==> src/rtl/core/bfp_pkg.sv <==
// Shared constants, codes and control types for the block flash target.
package bfp_pkg;

  // Default array geometry
  localparam int BANK_COUNT_DEF       = 1;
  localparam int BLOCKS_EACH_BANK_DEF = 64;
  localparam int BYTES_PER_BLOCK_DEF  = 64;

  // Fixed field widths
  localparam int CMD_W      = 4;
  localparam int VAL_W      = 8;
  localparam int IDX_W      = 6;
  localparam int DATA_W     = 16;
  localparam int CFG_IDX_W  = 2;
  localparam int CFG_DATA_W = 16;

  // Command codes
  localparam logic [CMD_W-1:0] CMD_INIT       = 4'd0;
  localparam logic [CMD_W-1:0] CMD_BANK       = 4'd1;
  localparam logic [CMD_W-1:0] CMD_BLOCK      = 4'd2;
  localparam logic [CMD_W-1:0] CMD_CHECKSUM   = 4'd3;
  localparam logic [CMD_W-1:0] CMD_VERIFY     = 4'd4;
  localparam logic [CMD_W-1:0] CMD_PROGRAM    = 4'd5;
  localparam logic [CMD_W-1:0] CMD_ERASE      = 4'd6;
  localparam logic [CMD_W-1:0] CMD_ID         = 4'd7;
  localparam logic [CMD_W-1:0] CMD_REVISION   = 4'd8;
  localparam logic [CMD_W-1:0] CMD_SECURE     = 4'd9;
  localparam logic [CMD_W-1:0] CMD_READSECURE = 4'd10;
  localparam logic [CMD_W-1:0] CMD_WRBYTE     = 4'd11;
  localparam logic [CMD_W-1:0] CMD_RDBYTE     = 4'd12;
  localparam logic [CMD_W-1:0] CMD_STATUS     = 4'd13;

  // Configuration register indexes and reset values
  localparam logic [CFG_IDX_W-1:0]  REG_DEVICE_ID  = 2'd0;
  localparam logic [CFG_IDX_W-1:0]  REG_DEVICE_REV = 2'd1;
  localparam logic [CFG_DATA_W-1:0] DEVICE_ID_RST  = 16'h0019;
  localparam logic [CFG_DATA_W-1:0] DEVICE_REV_RST = 16'h0000;

  // Sweep modes of the datapath copy engine
  typedef enum logic [2:0] {
    MODE_CLEAR,
    MODE_ERASE,
    MODE_VERIFY,
    MODE_PROGRAM,
    MODE_SECURE,
    MODE_RDSEC,
    MODE_SUM
  } bfp_mode_e;

  // Controller to datapath
  typedef struct packed {
    logic               capture;
    logic [CMD_W-1:0]   cmd;
    logic               sweep_start;
    bfp_mode_e          mode;
    logic               prot_rd;
    logic               buf_rd;
    logic               finish;
    logic               denied;
  } bfp_ctl_t;

  // Datapath to controller
  typedef struct packed {
    logic sweep_done;
    logic refuse_verify;
    logic refuse_program;
  } bfp_stat_t;

endpackage

==> src/rtl/core/bfp_ctrl.sv <==
// Command sequencer: accepts items, steps through protection check and sweeps.
module bfp_ctrl (
  input  logic                     clk_i,
  input  logic                     rst_ni,
  input  logic                     start,
  output logic                     busy,
  input  logic [bfp_pkg::CMD_W-1:0] command_i,
  input  bfp_pkg::bfp_stat_t       stat_i,
  output bfp_pkg::bfp_ctl_t        ctl_o
);
  import bfp_pkg::*;

  localparam logic [2:0] S_RST    = 3'd0;
  localparam logic [2:0] S_CLRW   = 3'd1;
  localparam logic [2:0] S_IDLE   = 3'd2;
  localparam logic [2:0] S_DECODE = 3'd3;
  localparam logic [2:0] S_PCHK   = 3'd4;
  localparam logic [2:0] S_RDB    = 3'd5;
  localparam logic [2:0] S_SWEEP  = 3'd6;
  localparam logic [2:0] S_FIN    = 3'd7;

  logic [2:0]       state_q, state_d;
  logic [CMD_W-1:0] cmd_q, cmd_d;
  logic             refused;

  // Next state and commands to the datapath
  always_comb begin
    state_d = state_q;
    cmd_d   = cmd_q;
    ctl_o   = '0;
    ctl_o.cmd  = cmd_q;
    ctl_o.mode = MODE_CLEAR;
    refused = (cmd_q == CMD_VERIFY) ? stat_i.refuse_verify : stat_i.refuse_program;
    unique case (state_q)
      S_RST: begin
        ctl_o.sweep_start = 1'b1;
        ctl_o.mode        = MODE_CLEAR;
        state_d           = S_CLRW;
      end
      S_CLRW: begin
        if (stat_i.sweep_done) state_d = S_IDLE;
      end
      S_IDLE: begin
        if (start) begin
          cmd_d         = command_i;
          ctl_o.capture = 1'b1;
          state_d       = S_DECODE;
        end
      end
      S_DECODE: begin
        unique case (cmd_q) inside
          CMD_VERIFY, CMD_PROGRAM: begin
            ctl_o.prot_rd = 1'b1;
            state_d       = S_PCHK;
          end
          CMD_RDBYTE: begin
            ctl_o.buf_rd = 1'b1;
            state_d      = S_RDB;
          end
          CMD_CHECKSUM: begin
            ctl_o.sweep_start = 1'b1;
            ctl_o.mode        = MODE_SUM;
            state_d           = S_SWEEP;
          end
          CMD_ERASE: begin
            ctl_o.sweep_start = 1'b1;
            ctl_o.mode        = MODE_ERASE;
            state_d           = S_SWEEP;
          end
          CMD_SECURE: begin
            ctl_o.sweep_start = 1'b1;
            ctl_o.mode        = MODE_SECURE;
            state_d           = S_SWEEP;
          end
          CMD_READSECURE: begin
            ctl_o.sweep_start = 1'b1;
            ctl_o.mode        = MODE_RDSEC;
            state_d           = S_SWEEP;
          end
          default: begin
            ctl_o.finish = 1'b1;
            state_d      = S_IDLE;
          end
        endcase
      end
      S_PCHK: begin
        if (refused) begin
          ctl_o.finish = 1'b1;
          ctl_o.denied = 1'b1;
          state_d      = S_IDLE;
        end else begin
          ctl_o.sweep_start = 1'b1;
          ctl_o.mode        = (cmd_q == CMD_VERIFY) ? MODE_VERIFY : MODE_PROGRAM;
          state_d           = S_SWEEP;
        end
      end
      S_RDB: begin
        ctl_o.finish = 1'b1;
        state_d      = S_IDLE;
      end
      S_SWEEP: begin
        if (stat_i.sweep_done) state_d = S_FIN;
      end
      S_FIN: begin
        ctl_o.finish = 1'b1;
        state_d      = S_IDLE;
      end
      default: begin
        state_d = S_IDLE;
      end
    endcase
  end

  // State and latched command
  always_ff @(posedge clk_i or negedge rst_ni) begin
    if (!rst_ni) begin
      state_q <= S_RST;
      cmd_q   <= CMD_INIT;
    end else begin
      state_q <= state_d;
      cmd_q   <= cmd_d;
    end
  end

  assign busy = (state_q != S_IDLE);

endmodule

==> config.mk <==
export PLATFORM = sky130hd
export DESIGN_NAME = bfp_ctrl
export DESIGN_NICKNAME = d
export VERILOG_FILES = /design/src/rtl/core/bfp_pkg.sv /design/src/rtl/core/bfp_ctrl.sv
export SDC_FILE = /design/constraint.sdc
export NUM_CORES = 1
export LEC_CHECK = 0
export BUFFER_PORTS_ARGS = -buffer_cell sky130_fd_sc_hd__buf_2
export CORE_AREA = 4 4 61 49
export DETAILED_ROUTE_END_ITERATION = 12
export DIE_AREA = 0 0 65 53
export HOLD_SLACK_MARGIN = 0.15
export PLACE_DENSITY = 0.47
export RECOVER_POWER = 25
export SYNTH_ARGS = -nofsm -noshare
export SYNTH_HDL_FRONTEND = slang
export SYNTH_SLANG_ARGS = --single-unit
==> constraint.sdc <==
create_clock -name clk_i -period 1.8 [get_ports clk_i]
set_clock_uncertainty 0.1 [all_clocks]
set_input_delay 0.27 -clock clk_i [delete_from_list [all_inputs] [get_ports clk_i]]
set_output_delay 0.27 -clock clk_i [all_outputs]
set_load 0.02 [all_outputs]
======== Word-level counts from Yosys, hierarchy flattened ========
Cells that the tools add are included.
storage, ports and cells
  flip-flop bits (word level) ............. 7
  bits of input ports ..................... 10
  word-level logic and storage cells ...... 47
  output and inout port bits .............. 14
cells by class
  mux-type cells .......................... 20
  equality and inequality tests ........... 18
  reductions and logical operators ........ 7
operator list
  operator                                                                number
  3-bit case mux with 7 select lines                                      1
  4-bit case mux with 4 select lines                                      1
  3-bit equality test (second input constant)                             4
  4-bit by 3-bit equality test with 1-bit output (second input constant)  3
  4-bit equality test (second input constant)                             3
  3-bit two-way mux                                                       4
  4-bit case mux with 3 select lines                                      1
  3-bit case mux with 3 select lines                                      1
  1-bit two-way mux                                                       8
  7-bit OR reduction                                                      1
  3-bit by 2-bit equality test with 1-bit output (second input constant)  2
  2-bit != test (second input constant)                                   3
  4-bit by 2-bit equality test with 1-bit output (second input constant)  1
  2-bit two-way mux                                                       2
  4-bit two-way mux                                                       1
  2-bit OR reduction                                                      2
  4-bit OR reduction                                                      1
  3-bit by 1-bit equality test with 1-bit output (second input constant)  1
  3-bit logical NOT                                                       1
  3-bit by 2-bit != test with 1-bit output (second input constant)        1
  1-bit case mux with 3 select lines                                      1
  3-bit AND reduction                                                     1
  2-bit AND reduction                                                     1

======== Logic depth before layout (Yosys ltp) ========
Gate-level depths: netlist of run 1.
  depth in word-level cells ............... 4
  gate-level depth with buffers ........... 5
  mapped depth without buffers ............ 4

======== Worst setup path after synthesis of run 1 ========
Ideal clock, no wire load.
  kind .................................... flip-flop to output port
  start point ............................. reg cmd_q[1]
  end point ............................... out ctl_o[1] (netlist bit)
  arrival ................................. 1.749 ns
  cell stages (with the launch flop) ...... 6
  buffers on the path ..................... 1
  path slack .............................. -0.319 ns
  data required time ...................... 1.430 ns
  path through ............................ dfrtp_1 > buf_4 > nor4b_1 > mux2i_1 > nor3_1 > a221o_2
RTL lines
  element                 line             RTL
  from (decl)             bfp_ctrl.sv:23   logic [CMD_W-1:0] cmd_q, cmd_d;
  from (signal assigned)  bfp_ctrl.sv:121  cmd_q <= cmd_d;
  to (decl)               bfp_ctrl.sv:9    output bfp_pkg::bfp_ctl_t ctl_o

==> run metrics, run 1 <==
RR Endpoint state_q[2]$_DFFE_PN0P_; GP Congestion 0.7467; worst hold stages 2; vias 642; count of different cell masters after synthesis 30; final-report setup violation count 8; flop-to-flop setup slack 100 ps; cells along the critical path nor4b_4, mux2i_2, nor3_1, a221o_2, buf_6; WP data required 1430 ps; Max-Cap Viols 0; die width 65 um; initial DRC count 32; Design Power 2.005 mW; failing checks setup timing; Clock Sinks 7; f_max 470.3 MHz; Area Overhead vs Synth 90.49%; root buffer cell clkbuf_4; FP Rows 16; die height 53 um; worst slew pin tran 390.5 ps; net count reported at finish 120; Hold Crit Start command_i[1]; H-tree depth 1; initial antenna violation count 0; die area 3445 um^2; Syn Nets 75; clk slew on worst S/H paths 50 ps; routed vias/inst 4.428; Core Region 2462 um^2; Worst Path Arrival 1760 ps; Routed WL per cell 11.38 um; post-DP HPWL 1292 um; hold endpoint cmd_q[1]$_DFFE_PN0P_; largest net degree at the start of global routing 11; n_diodes 0; CTS Buf Count 3; Clock Latency Late Sink 240 ps; Hold Crit Class primary input to register; Max VDD drop 0.0008202 V; final setup TNS -1663 ps; Crit-path slowest cell dfrtp_2; CTS tree done; Max Root-Sink Buffers 2; Power Dens Cells 1952 nW/um^2; Hold Fails Final Rpt 0; r2r startpoint cmd_q[0]$_DFFE_PN0P_; RSZ-0062 raised after global routing yes; CP max stage delay 430 ps; pre-CTS setup slack -111.2 ps; Final Critical Period 2126 ps; register bit total from synthesis 7; max-slew violations 0; drt total wl 1650 um; register area share after synthesis 32.48%; Setup crit end kind primary output; worst hold slack 172.0 ps; Post-DP Area 829.5 um^2; mapped cell area 539.3 um^2; Synth Area per Inst 8.296 um^2; R2R cell count 5; Post-synth EDFFs 0; period utilization 118.1%; status finished, violations left; Starting Density 21.90%; share of layout cells above drive strength 1 63.30%; Leak 0.4560 nW; drc violations 0; Mapped Cells 65; Worst slew margin 73.97%; final instance area 1027 um^2; vias in the first global route 645; Port Buffers 23; post-route ant nets 0; Synth Flop Type dfrtp_1; count of warnings emitted by yosys 0; First-pass DRT Iterations 3; Worst Setup Path Type register to primary output; Synth async-reset ratio 100.0%; Worst Setup Start Kind register; PnR worst setup slack -326.1 ps; grt ovf 0; Tot GR Track Use 11.07%; worst-path maximum fanout 3; first-pass GRT wire length 2911 um; # IOs 24
-- routing by layer --
metal  up-vias  wire length (um)  GRT usage [%]
met4         0                10          4.211
met3         2                88          2.123
met2        15               767          17.32
li1        327                 -              -
met1       298               784          15.01
met5         -                 0              0
-- cells in the final DEF, fill, tap and decap left out, types with 2 or more instances in the layout --
cell / n
dfrtp_1: 3
buf_4: 16
o22ai_1: 2
a21oi_1: 5
dfrtp_2: 4
inv_1: 4
nor2_4: 2
dlygate4sd3_1: 2
nor3_1: 3
clkbuf_1: 2
nor2_2: 2
nor3b_4: 2
o21ai_0: 2
nor2_1: 4
clkbuf_4: 3
mux2_2: 4
a21oi_2: 2
buf_2: 14
nand2_1: 2
buf_6: 11
-- logic make-up after synthesis --
kind of cell / share of synthesized area, %
flip-flops: 32.48
XOR/XNOR: 1.624
buffers and inverters: 9.046
multiplexers: 10.21
AO/OA/AOI/OAI: 24.13
AND/OR/NAND/NOR: 22.51
-- per-stage QoR --
step           cells  util, %
6_report         145    41.72
5_1_grt          145    41.72
4_1_cts          143    40.40
3_5_place_dp     133    33.69
3_3_place_gp     133    33.69
2_1_floorplan     65        -
-- worst max-delay path by stage --
stage / slack [ps] / end / start
after detailed placement: -110 / ctl_o[1] / cmd_q[0]$_DFFE_PN0P_
after global placement: -120 / ctl_o[1] / cmd_q[0]$_DFFE_PN0P_
after CTS: -360 / ctl_o[1] / cmd_q[0]$_DFFE_PN0P_
after floorplan: -110 / ctl_o[1] / cmd_q[1]$_DFFE_PN0P_
final: -330 / ctl_o[1] / cmd_q[0]$_DFFE_PN0P_
after global routing: -400 / ctl_o[1] / cmd_q[0]$_DFFE_PN0P_
-- report_power, final --
part	leakage (nW)	internal, mW	switching [mW]
registers	0.0775	0.244	0.0739
logic	0.364	0.801	0.751
clock network	0.0150	0.0842	0.0515
-- layout make-up --
| class | instances | area [um^2] |
|---|---|---|
| clock buffers | 4 | 26.28 |
| flip-flops and latches | 7 | 180.2 |
| repair buffers | 46 | 372.9 |
| well taps | 36 | 45.04 |
| inverters | 4 | 15.01 |
| fillers | 248 | 1435 |
| multi-input cells | 48 | 387.9 |
-- flip-flops by register name (all words and copies together) (netlist names) --
signal   count
state_q      3
cmd_q        4
-- critical path: cells and delay by family, from the launching register on --
| kind | cells | cell delay, ps |
|---|---|---|
| AOI/OAI and AO/OA | 1 | 300 |
| and+or+nand+nor | 2 | 380 |
| DFF | 1 | 430 |
| buffers and inverters | 1 | 130 |
| muxes | 1 | 270 |
-- cell usage after synthesis (2+ instances only) --
cell | instances | area [um^2]
a21oi_1 | 7 | 35.03
buf_2 | 3 | 15.01
buf_4 | 2 | 15.01
dfrtp_1 | 7 | 175.2
inv_1 | 4 | 15.01
mux2_2 | 4 | 45.04
nand2_1 | 2 | 7.510
nor2_1 | 7 | 26.28
nor3_1 | 3 | 15.01
nor3b_1 | 2 | 15.01
o21ai_0 | 4 | 20.02
o22ai_1 | 2 | 12.51
-- timing repair --
item / CTS / global route
setup endpoints to repair: 9 / 10
hold buffers: 2 / 0
buffers inserted: 4 / 2
endpoints found under the hold margin: 8 / 0
pin swaps: 6 / 5
gates resized for setup: 27 / 5
Note: power is estimated with default switching activity, not from simulation.
==> run 2, diff against run 1 <==
- CTS_CLUSTER_DIAMETER: not set -> 30
- RECOVER_POWER: 25 -> 100
- SETUP_SLACK_MARGIN: not set -> 0.3
==> run 2 against run 1 <==
Net effect:
- largest power group unchanged
- sequential share of layout area fell by 1.2 points
- critical path type unchanged
- global-route usage is 0.75 points lower
- the run still ends with setup timing left
- first-iteration DRC count shrank 78%
==> run metrics, run 2 (same netlist as run 1, synthesis figures left out) <==
RSZ-0062 raised after global routing yes (unchanged); CTS tree done (unchanged); Starting Density 21.90% (unchanged); r2r startpoint cmd_q[3]$_DFFE_PN0P_ (was cmd_q[0]$_DFFE_PN0P_); Max-Cap Viols 0 (unchanged); net count reported at finish 118 (was 120); flop-to-flop setup slack -40 ps (was 100 ps); Clock Latency Late Sink 240 ps (about the same); Setup crit end kind primary output (unchanged); Regs by FF count cmd_q x4, state_q x3 (unchanged); post-DP HPWL 1265 um (was 1292 um); Max VDD drop 0.0009400 V (was 0.0008202 V); largest net degree at the start of global routing 11 (unchanged); FP Rows 16 (unchanged); Biggest register cmd_q (unchanged); Leak 0.4846 nW (was 0.4560 nW); cell-internal power 1.194 mW (was 1.129 mW); most common cell after layout, fill and taps aside buf_6 (was buf_4); max reg flops 4 (unchanged); post-route ant nets 0 (unchanged); grt ovf 0 (unchanged); Worst slew margin 72.06% (was 73.97%); final instance area 1105 um^2 (was 1027 um^2); H-tree depth 1 (unchanged); first-pass GRT wire length 2697 um (was 2911 um); worst-path maximum fanout 3 (unchanged); net switching power figure 954.2 uW (was 876.3 uW); drt total wl 1598 um (was 1650 um); Post-DP Area 868.3 um^2 (was 829.5 um^2); n_diodes 0 (unchanged); failing checks setup timing (unchanged); die width 65 um (unchanged); Core Region 2462 um^2 (unchanged); root buffer cell clkbuf_4 (unchanged); sequential share of power 14.9% (was 15.8%); Worst Setup Start Kind register (unchanged); Worst Setup Path Type register to primary output (unchanged); Hold Fails Final Rpt 0 (unchanged); RR Endpoint state_q[2]$_DFFE_PN0P_ (unchanged); hold endpoint cmd_q[0]$_DFFE_PN0P_ (was cmd_q[1]$_DFFE_PN0P_); WP data required 1430 ps (about the same); worst slew pin tran 418.4 ps (was 390.5 ps); vias 625 (was 642); Routed WL per cell 11.17 um (was 11.38 um); # IOs 24 (unchanged); initial antenna violation count 0 (unchanged); PnR worst setup slack -385.1 ps (was -326.1 ps); GP Congestion 0.6946 (was 0.7467); Port Buffers 23 (unchanged); worst hold stages 2 (unchanged); Hold Crit Start command_i[0] (was command_i[1]); clock share of power 6.1% (was 6.8%); pre-CTS setup slack -132.0 ps (was -111.2 ps); f_max 457.6 MHz (was 470.3 MHz); Comb power frac 79.0% (was 77.4%); die height 53 um (unchanged); initial DRC count 7 (was 32); Final Critical Period 2185 ps (was 2126 ps); vias in the first global route 595 (was 645); Area Overhead vs Synth 104.9% (was 90.49%); max-slew violations 0 (unchanged); period utilization 121.4% (was 118.1%); status finished, violations left (unchanged); Worst Path Arrival 1820 ps (was 1760 ps); First-pass DRT Iterations 2 (was 3); crit path from cmd_q[3]$_DFFE_PN0P_ (was cmd_q[0]$_DFFE_PN0P_); Max Root-Sink Buffers 2 (unchanged); share of layout cells above drive strength 1 69.16% (was 63.30%); Power Dens Cells 1944 nW/um^2 (was 1952 nW/um^2); routed vias/inst 4.371 (was 4.428); drc violations 0 (unchanged); switch share 44.43% (was 43.70%); Hold Crit Class primary input to register (unchanged); Tot GR Track Use 10.31% (was 11.07%); commonest non-fill, non-tap cells in the layout buf_6 (15), buf_4 (11), buf_2 (10) (was buf_4 (16), buf_2 (14), buf_6 (11)); final-report setup violation count 10 (was 8); CTS Buf Count 3 (unchanged); clk slew on worst S/H paths 50 ps (about the same); R2R cell count 6 (was 5); Clock Sinks 7 (unchanged); die area 3445 um^2 (unchanged)
## run 2: changes by cell type in the layout (fill, tap and decap cells not counted), moves of 2 or more
cell and change:
buf_4 -5, buf_2 -4, buf_6 +4, mux2_2 -3
mux2_4 +3, clkbuf_1 +2, inv_1 -2, o21ai_0 -2
## run 2: how the worst max path moves through the flow
stage | endpoint | slack (ps) | cells past startpoint
2_1_floorplan | ctl_o[1] | -110 | 5
3_3_place_gp | ctl_o[1] | -120 | 5
3_5_place_dp | ctl_o[1] | -130 | 5
4_1_cts | ctl_o[1] | -390 | 5
5_1_grt | ctl_o[1] | -490 | 5
6_report | ctl_o[1] | -390 | 5
## run 2: routing by layer
| layer | part of all wire [%] | track usage (%) | up-vias |
|---|---|---|---|
| met3 | 5.2 | 1.699 | 2 |
| met2 | 43 | 15.28 | 18 |
| met5 | 0 | 0 | - |
| met4 | 0.56 | 4.211 | 0 |
| met1 | 51 | 14.72 | 282 |
| li1 | - | - | 323 |
## run 2: layout make-up
type | instances | area (um^2)
clock buffer | 4 | 26.28
sequential | 7 | 180.2
fill | 260 | 1358
tap | 36 | 45.04
timing repair buffer | 44 | 372.9
inverter | 4 | 25.02
multi-input combinational | 48 | 455.4
## run 2: worst max-delay path: stages (launching register included)
cell     delay [ps]
dfrtp_2         430
nor4b_4         330
mux2i_2         320
nor3_2           60
a221o_2         300
buf_6           130
## run 2: what timing repair did
| item | CTS | global route |
|---|---|---|
| buffers inserted | 2 | 3 |
| pin swaps | 9 | 4 |
| setup endpoints to repair | 13 | 12 |
| hold buffers | 1 | 0 |
| resized for setup | 38 | 11 |
| cloned | 0 | 0 |
| endpoints found under the hold margin | 7 | 0 |
## run 2: power groups by stage
| stage | Combinational [mW] | Clock, mW | Sequential [mW] |
|---|---|---|---|
| after detailed placement | 1.33 | 0 | 0.316 |
| after floorplan | 0.882 | 0 | 0.371 |
| after CTS | 1.61 | 0.138 | 0.322 |
| final | 1.70 | 0.131 | 0.320 |
| after global placement | 1.33 | 0 | 0.314 |
| after global routing | 1.83 | 0.146 | 0.332 |
## run 2: through the flow
| step | std cells | TNS (ps) | power [mW] | utilization [%] | hold WS [ps] |
|---|---|---|---|---|---|
| floorplan | 65 | -147.1 | 1.253 | - | -125.6 |
| global placement | 133 | -280.2 | 1.649 | 35.26 | 6.793 |
| detailed placement | 133 | -356.8 | 1.649 | 35.26 | 6.014 |
| CTS | 140 | -1800 | 2.068 | 42.48 | 150.9 |
| global route | 143 | -2987 | 2.310 | 44.87 | 151.2 |
| finish | 143 | -2034 | 2.148 | 44.87 | 159.0 |
